--- src/sv/bpc_pkg.sv ---
// Shared types, codes and helpers for the button press classifier.
// Used by bpc_core and button_press_classifier; depends on nothing else.
package bpc_pkg;

    // Press mode, held one-hot inside the block.
    typedef enum logic [3:0] {
        MODE_IDLE     = 4'b0001,
        MODE_DEBOUNCE = 4'b0010,
        MODE_PRESSED  = 4'b0100,
        MODE_LONG     = 4'b1000
    } mode_t;

    // Mode codes as they appear on the result word.
    localparam logic [1:0] MODE_CODE_IDLE     = 2'd0;
    localparam logic [1:0] MODE_CODE_DEBOUNCE = 2'd1;
    localparam logic [1:0] MODE_CODE_PRESSED  = 2'd2;
    localparam logic [1:0] MODE_CODE_LONG     = 2'd3;

    // Event codes.
    localparam logic [1:0] EVENT_NONE  = 2'd0;
    localparam logic [1:0] EVENT_SHORT = 2'd1;
    localparam logic [1:0] EVENT_LONG  = 2'd2;

    // Configuration register indexes.
    localparam logic [1:0] REG_DEBOUNCE  = 2'd0;
    localparam logic [1:0] REG_SHORT_MIN = 2'd1;
    localparam logic [1:0] REG_LONG      = 2'd2;
    localparam logic [1:0] REG_MAX_HOLD  = 2'd3;

    // Reset values of the thresholds, in milliseconds.
    localparam logic [15:0] DEBOUNCE_RESET  = 16'd50;
    localparam logic [15:0] SHORT_MIN_RESET = 16'd50;
    localparam logic [15:0] LONG_RESET      = 16'd1000;
    localparam logic [15:0] MAX_HOLD_RESET  = 16'd3000;

    // Thresholds as written through the configuration port.
    typedef struct packed {
        logic [15:0] debounce_ms;
        logic [15:0] short_min_ms;
        logic [15:0] long_ms;
        logic [15:0] max_hold_ms;
    } cfg_t;

    // Classifier state carried from one word to the next.
    typedef struct packed {
        mode_t       mode;
        logic        last_level;
        logic [31:0] debounce_start;
        logic [31:0] press_start;
    } state_t;

    // Converts the one-hot mode into its result code.
    function automatic logic [1:0] mode_code(mode_t m);
        logic [1:0] code;
        unique case (m)
            MODE_IDLE:     code = MODE_CODE_IDLE;
            MODE_DEBOUNCE: code = MODE_CODE_DEBOUNCE;
            MODE_PRESSED:  code = MODE_CODE_PRESSED;
            MODE_LONG:     code = MODE_CODE_LONG;
            default:       code = MODE_CODE_IDLE;
        endcase
        return code;
    endfunction

endpackage

--- src/sv/bpc_core.sv ---
// Combinational step of the classifier: one poll against the current state.
// Depends on bpc_pkg for the state, configuration and code definitions.
module bpc_core (
    input  logic             level,
    input  logic [31:0]      now_ms,
    input  bpc_pkg::cfg_t    cfg,
    input  bpc_pkg::state_t  state_cur,
    output bpc_pkg::state_t  state_next,
    output logic [1:0]       press_event
);

    logic        rising;
    logic        falling;
    logic [31:0] hold_time;
    logic [31:0] debounce_time;

    assign rising  = level && !state_cur.last_level;
    assign falling = !level && state_cur.last_level;

    // Time held since the press was confirmed; wrapping subtraction.
    assign hold_time = now_ms - state_cur.press_start;

    // A fresh rising edge restarts debounce at this poll, so its elapsed time is zero.
    assign debounce_time = rising ? 32'd0 : (now_ms - state_cur.debounce_start);

    always_comb begin
        state_next  = state_cur;
        press_event = bpc_pkg::EVENT_NONE;

        // Edge handling comes first.
        if (rising) begin
            state_next.mode           = bpc_pkg::MODE_DEBOUNCE;
            state_next.debounce_start = now_ms;
            state_next.last_level     = 1'b1;
        end else if (falling) begin
            if (state_cur.mode == bpc_pkg::MODE_PRESSED &&
                hold_time >= {16'd0, cfg.short_min_ms} &&
                hold_time <  {16'd0, cfg.long_ms}) begin
                press_event = bpc_pkg::EVENT_SHORT;
            end
            state_next.mode       = bpc_pkg::MODE_IDLE;
            state_next.last_level = 1'b0;
        end

        // Then the actions of the resulting mode run once.
        unique case (state_next.mode)
            bpc_pkg::MODE_DEBOUNCE: begin
                if (debounce_time >= {16'd0, cfg.debounce_ms}) begin
                    if (level) begin
                        state_next.mode        = bpc_pkg::MODE_PRESSED;
                        state_next.press_start = now_ms;
                    end else begin
                        state_next.mode = bpc_pkg::MODE_IDLE;
                    end
                end
            end
            bpc_pkg::MODE_PRESSED: begin
                if (hold_time >= {16'd0, cfg.long_ms}) begin
                    press_event     = bpc_pkg::EVENT_LONG;
                    state_next.mode = bpc_pkg::MODE_LONG;
                end
                if (hold_time >= {16'd0, cfg.max_hold_ms}) begin
                    state_next.mode = bpc_pkg::MODE_IDLE;
                end
            end
            bpc_pkg::MODE_LONG: begin
                if (hold_time >= {16'd0, cfg.max_hold_ms}) begin
                    state_next.mode = bpc_pkg::MODE_IDLE;
                end
            end
            default: begin
            end
        endcase
    end

endmodule

--- src/sv/button_press_classifier.sv ---
// Top level of the button press classifier: stream ports, registers, state.
// Depends on bpc_pkg and bpc_core.
//
// Usage: every poll of the button is one word on the slave channel, carrying
// the sampled level and a free-running millisecond timestamp. Each accepted
// word gives exactly one word on the master channel, in order: the press
// event (none, short or long) and the mode after that poll.
// The four thresholds are written through the cfg_ port while no word is in
// flight; a write takes effect at the clock edge where cfg_wr_en is high.
// A word passes two registers. The edge that accepts it loads the input
// register; the classification step then runs into the result register once
// that register is empty or being read, and m_tvalid rises as it is loaded.
// Throughput is one word per cycle while the receiver takes every result; the
// step that reads and updates the classifier state sets that figure.
// When the receiver stalls, the result register holds its word and the input
// register holds one more; s_tready falls only when both are full and
// m_tready is low.
// Synchronous reset loads the default thresholds, sets the mode to idle with
// the level released, clears both start times and empties both registers.
module button_press_classifier (
    input  logic        aclk,
    input  logic        aresetn,

    // Configuration write port.
    input  logic        cfg_wr_en,
    input  logic [1:0]  cfg_addr,
    input  logic [15:0] cfg_wr_data,

    // Poll words.
    input  logic        s_tvalid,
    output logic        s_tready,
    input  logic [39:0] s_tdata,   // [0] level, [32:1] now_ms, [39:33] zero

    // Result words.
    output logic        m_tvalid,
    input  logic        m_tready,
    output logic [7:0]  m_tdata    // [1:0] press_event, [3:2] mode_now, [7:4] zero
);

    bpc_pkg::cfg_t   cfg_reg;
    bpc_pkg::state_t state_reg;
    bpc_pkg::state_t state_next;

    logic        in_valid_reg;
    logic        in_level_reg;
    logic [31:0] in_now_reg;

    logic        out_valid_reg;
    logic [1:0]  out_event_reg;
    logic [1:0]  out_mode_reg;

    logic [1:0]  event_next;
    logic        advance;
    logic        s_accept;

    // The step runs when a poll is waiting and the result register can take it.
    assign advance  = in_valid_reg && (!out_valid_reg || m_tready);
    assign s_tready = !in_valid_reg || advance;
    assign s_accept = s_tvalid && s_tready;

    // Configuration registers.
    always_ff @(posedge aclk) begin
        if (!aresetn) begin
            cfg_reg.debounce_ms  <= bpc_pkg::DEBOUNCE_RESET;
            cfg_reg.short_min_ms <= bpc_pkg::SHORT_MIN_RESET;
            cfg_reg.long_ms      <= bpc_pkg::LONG_RESET;
            cfg_reg.max_hold_ms  <= bpc_pkg::MAX_HOLD_RESET;
        end else if (cfg_wr_en) begin
            unique case (cfg_addr)
                bpc_pkg::REG_DEBOUNCE:  cfg_reg.debounce_ms  <= cfg_wr_data;
                bpc_pkg::REG_SHORT_MIN: cfg_reg.short_min_ms <= cfg_wr_data;
                bpc_pkg::REG_LONG:      cfg_reg.long_ms      <= cfg_wr_data;
                bpc_pkg::REG_MAX_HOLD:  cfg_reg.max_hold_ms  <= cfg_wr_data;
                default: begin
                end
            endcase
        end
    end

    // Input register.
    always_ff @(posedge aclk) begin
        if (!aresetn) begin
            in_valid_reg <= 1'b0;
        end else if (s_accept) begin
            in_valid_reg <= 1'b1;
        end else if (advance) begin
            in_valid_reg <= 1'b0;
        end
    end

    always_ff @(posedge aclk) begin
        if (s_accept) begin
            in_level_reg <= s_tdata[0];
            in_now_reg   <= s_tdata[32:1];
        end
    end

    // Classification step.
    bpc_core u_core (
        .level       (in_level_reg),
        .now_ms      (in_now_reg),
        .cfg         (cfg_reg),
        .state_cur   (state_reg),
        .state_next  (state_next),
        .press_event (event_next)
    );

    // Classifier state, updated once per processed word.
    always_ff @(posedge aclk) begin
        if (!aresetn) begin
            state_reg.mode           <= bpc_pkg::MODE_IDLE;
            state_reg.last_level     <= 1'b0;
            state_reg.debounce_start <= 32'd0;
            state_reg.press_start    <= 32'd0;
        end else if (advance) begin
            state_reg <= state_next;
        end
    end

    // Result register.
    always_ff @(posedge aclk) begin
        if (!aresetn) begin
            out_valid_reg <= 1'b0;
        end else if (advance) begin
            out_valid_reg <= 1'b1;
        end else if (m_tready) begin
            out_valid_reg <= 1'b0;
        end
    end

    always_ff @(posedge aclk) begin
        if (advance) begin
            out_event_reg <= event_next;
            out_mode_reg  <= bpc_pkg::mode_code(state_next.mode);
        end
    end

    assign m_tvalid = out_valid_reg;
    assign m_tdata  = {4'd0, out_mode_reg, out_event_reg};

endmodule
--- config.mk ---
export PLATFORM = sky130hd
export DESIGN_NAME = button_press_classifier
export DESIGN_NICKNAME = d
export VERILOG_FILES = /design/src/sv/bpc_pkg.sv /design/src/sv/bpc_core.sv /design/src/sv/button_press_classifier.sv
export SDC_FILE = /design/constraint.sdc
export NUM_CORES = 1
export LEC_CHECK = 0
export BUFFER_PORTS_ARGS = -buffer_cell sky130_fd_sc_hd__buf_2
export CAP_MARGIN = 20
export CORE_UTILIZATION = 56
export DETAILED_ROUTE_END_ITERATION = 12
export HOLD_SLACK_MARGIN = 0.15
export PLACE_DENSITY = 0.77
export SETUP_SLACK_MARGIN = 0.05
export SYNTH_ARGS = -nofsm -noshare
export SYNTH_HDL_FRONTEND = slang
export SYNTH_SLANG_ARGS = --single-unit
--- constraint.sdc ---
create_clock -name aclk -period 4.17 [get_ports aclk]
set_clock_uncertainty 0.2 [all_clocks]
set_input_delay 0.834 -clock aclk [delete_from_list [all_inputs] [get_ports aclk]]
set_output_delay 0.834 -clock aclk [all_outputs]
set_load 0.02 [all_outputs]
==> flow_summary.toml <==
[hold_path]
hold_path_startpoint = "state_reg[56]"
worstHoldPathCells = 2
hold_class = "flop to flop"
worstHoldEndpoint = "state_reg[56]"

[routing]
detail-route-antenna-nets = 0
vias = 11900
met3_wirelength_mm = 2.57
post_drt_wl_per_cell_um = 17.8
drt_first_pass_iters = 7
drcViolationCount = 0
wl_met2_mm = 16.7
wl_met1_mm = 15.2
drtIter0Drc = 1186
dr.max_layer_used = "met4"
via_per_inst = 5.98
finalWirelength_mm = 35.5

[synth]
ys_top_cells_by_area = "dfxtp_1 (22%), ha_1 (13%), edfxtp_1 (9.0%), nand2_1 (7.4%), a21boi_0 (4.8%)"
syn_inst = 1529
async_flop_share_pct = 0
synth.yosys.warnings = 0
synth_ff_type = "dfxtp_1"
synth_top_area_share_pct = 21.8
yosysTopAreaCell = "dfxtp_1"
synth_area_per_cell_um2 = 8.10
synth-edff-count = 37
synth_cell_types = 84
synth_seq_cells = 172
synth-seq-area-share_pct = 30.8
syn_area_mm2 = 0.0124

[setup_path]
rr_worst_depth = 20
crit_path_end_kind = "flop"
required_ns = 4.30
crit_path_max_fanout = 8
r2r_end = "state_reg[17]"
critPathArrivalTime_ns = 4.62
path_class = "flop to flop"
r2r-start = "in_now_reg[0]"
r2r_setup_slack_ns = -0.32
cp-start-kind = "flop"

[global_routing]
grt_max_degree = 137
antenna_found_initial = 1
grt_first_pass_wirelength_mm = 55.9
grt_pass1_vias = 11400
grtUsageTotal_pct = 31.6
gr-total-overflow = 0

[floorplanning]
die_h_um = 151
coreArea_mm2 = 0.0218
rows = 54
die_w_um = 151
dieArea_mm2 = 0.0227
initial_core_util_pct = 56.9
io_pins = 73

[place]
place_congestion = 1.00
dp_hpwl_mm = 24.8
io_buffers = 61
postPlaceCellArea_mm2 = 0.0137

[run]
max_cap_viol_count = 0

[power_and_ir_drop]
power_frac_clock_pct = 32.9
power.density_mw_per_mm2 = 325
p_comb_share_pct = 29.7
power.leakage_uw = 0.00620
seq_power_share_pct = 37.4
vdd_ir_drop_max_mv = 0.305
swShare_pct = 32.1
p_int_uw = 3300
power.switching_uw = 1560

[status]
outcome = "finished with violations"
violations = "setup timing"

[timing]
min_period_over_period_pct = 108
finalSetupViolations = 38
slew_headroom_pct = 43.3
drv_slew = 0
min_period_ns = 4.49
setup_ws_ns = -0.324
tns_ns = -8.55
worst_pin_slew_ns = 0.850
hold_violations = 0
rsz0062_at_grt = "true"
max_freq_mhz = 223

[finish]
utilization_pct = 68.7
largest_reg_flops = 69
drive_above_1_share_pct = 19.3
design_area_mm2 = 0.0150
finalNetCount = 1892
area_delta_synth_final_pct = 20.8
fillCellCount = 1656

[clocking]
root_buffer = "clkbuf_16"
numCtsBuffers = 17
clkLatencyLatePin_ns = 0.45
cts.sinks = 172
clock_path_buffers = 2
path_clk_slew_ns = 0.07
cts_tree = "yes"
h-tree-depth = 4
==> final cells by class <==
| type | count | area (µm²) | area share [%] |
|---|---|---|---|
| Multi-Input combinational cell | 1144 | 8040 | 53.7 |
| Sequential cell | 172 | 3810 | 25.5 |
| Timing Repair Buffer | 222 | 1640 | 11.0 |
| Inverter | 142 | 533 | 3.56 |
| Clock buffer | 22 | 475 | 3.18 |
| Tap cell | 280 | 350 | 2.34 |
| Clock inverter | 10 | 104 | 0.694 |
| Antenna cell | 1 | 2.50 | 0.0167 |
==> routing by layer <==
layer	track usage [%]	up-vias
met5	0	-
met4	12.3	0
met3	5.39	93
met2	52.3	510
met1	40.9	5599
li1	-	5713
==> power groups by stage <==
stage | clock network [µW] | registers (µW) | logic [µW]
2_1_floorplan | 0 | 1840 | 832
3_3_place_gp | 0 | 1850 | 1210
3_5_place_dp | 0 | 1850 | 1250
4_1_cts | 1610 | 1820 | 1330
5_1_grt | 1680 | 1820 | 1570
6_report | 1600 | 1820 | 1440
==> what timing repair did <==
| action | CTS | global route |
|---|---|---|
| pin swaps | 34 | 43 |
| endpoints found under the hold margin | 0 | 0 |
| endpoints found under the setup margin | 39 | 40 |
| gates cloned | 3 | 0 |
| resized for setup | 32 | 49 |
| hold buffers | 0 | 0 |
| setup buffers | 17 | 13 |
==> layout by cell type (no fill, tap or decap), drive strengths merged, types with 5 or more instances in the layout <==
cell and n:
a211oi 16, a21boi 79, a21o 30, a21oi 96
a221oi 5, a22oi 7, a31oi 6, and2 11
and3 12, buf 222, clkbuf 22, dfxtp 135
edfxtp 37, ha 128, inv 147, mux2i 36
nand2 243, nand2b 13, nand3 28, nand4 25
nor2 73, nor2b 51, nor3 19, nor3b 5
nor4 15, o211ai 30, o21a 19, o21ai 64
o31ai 7, or3 6, xnor2 28, xor2 18
==> kinds of logic (layout without fill, tap and decap cells) <==
kind of cell | Yosys count | count (layout) | share of synthesized area, %
other | 1 | 5 | 0.0303
and+or+nand+nor | 521 | 521 | 20.1
buffers and inverters | 216 | 396 | 7.08
xor gates and xnor gates | 46 | 46 | 3.25
muxes | 38 | 38 | 3.09
DFF | 172 | 172 | 30.8
adders and majority gates | 130 | 130 | 13.3
AOI/OAI and AO/OA | 405 | 405 | 22.4
==> synth_stat cells (6+ instances only) <==
library cell,number
and2_1,10
a211oi_1,15
nand2b_1,13
a22oi_1,7
o21a_1,19
or3_1,6
xor2_1,18
nor3_1,19
and3_1,12
a21boi_0,79
a31oi_1,6
buf_2,13
o21ai_0,53
edfxtp_1,37
o211ai_1,29
ha_1,128
nand4_1,25
o21ai_1,10
a21oi_1,94
xnor2_1,28
mux2i_1,36
nor4_1,11
clkbuf_1,50
o31ai_1,7
inv_1,141
nor2_1,73
nand2_1,243
nor2b_1,51
nand3_1,28
a21o_1,30
dfxtp_1,135
==> critical path, cell delays in order (launching register included) <==
cell and delay (ns):
edfxtp_1 0.41, inv_2 0.12, ha_4 0.14, inv_2 0.04
fa_2 0.37, a211oi_4 0.33, buf_4 0.16, nor2_1 0.07
o21a_1 0.21, nor2_1 0.14, xor2_1 0.19, nor2_1 0.08
ha_1 0.33, a211oi_2 0.27, o21ai_1 0.17, a21o_4 0.27
o211ai_4 0.21, buf_6 0.17, buf_12 0.16, mux2i_1 0.23
nor2b_1 0.09
==> worst max path at each step <==
stage / start / to / slack, ns / depth (start not counted)
after global placement: in_now_reg[0] / state_reg[1] / -0.19 / 21
final: in_now_reg[0] / state_reg[17] / -0.32 / 20
after detailed placement: in_now_reg[0] / state_reg[21] / -0.34 / 21
after CTS: in_now_reg[0] / state_reg[17] / -0.29 / 22
after global routing: in_now_reg[0] / out_mode_reg[0] / -0.50 / 22
after floorplan: in_now_reg[1] / out_mode_reg[0] / 0.03 / 19
==> per-stage QoR <==
| step | hold slack (ns) | std cells | total power [µW] | worst slack, ns |
|---|---|---|---|---|
| 3_5_place_dp | 0.262 | 1930 | 3100 | -0.341 |
| 5_1_grt | 0.285 | 1992 | 5070 | -0.498 |
| 3_3_place_gp | 0.254 | 1930 | 3060 | -0.194 |
| 6_report | 0.265 | 1993 | 4860 | -0.324 |
| 2_1_floorplan | 0.243 | 1532 | 2670 | 0.0320 |
| 4_1_cts | 0.270 | 1981 | 4760 | -0.292 |
Note: power is estimated with default switching activity, not from simulation.
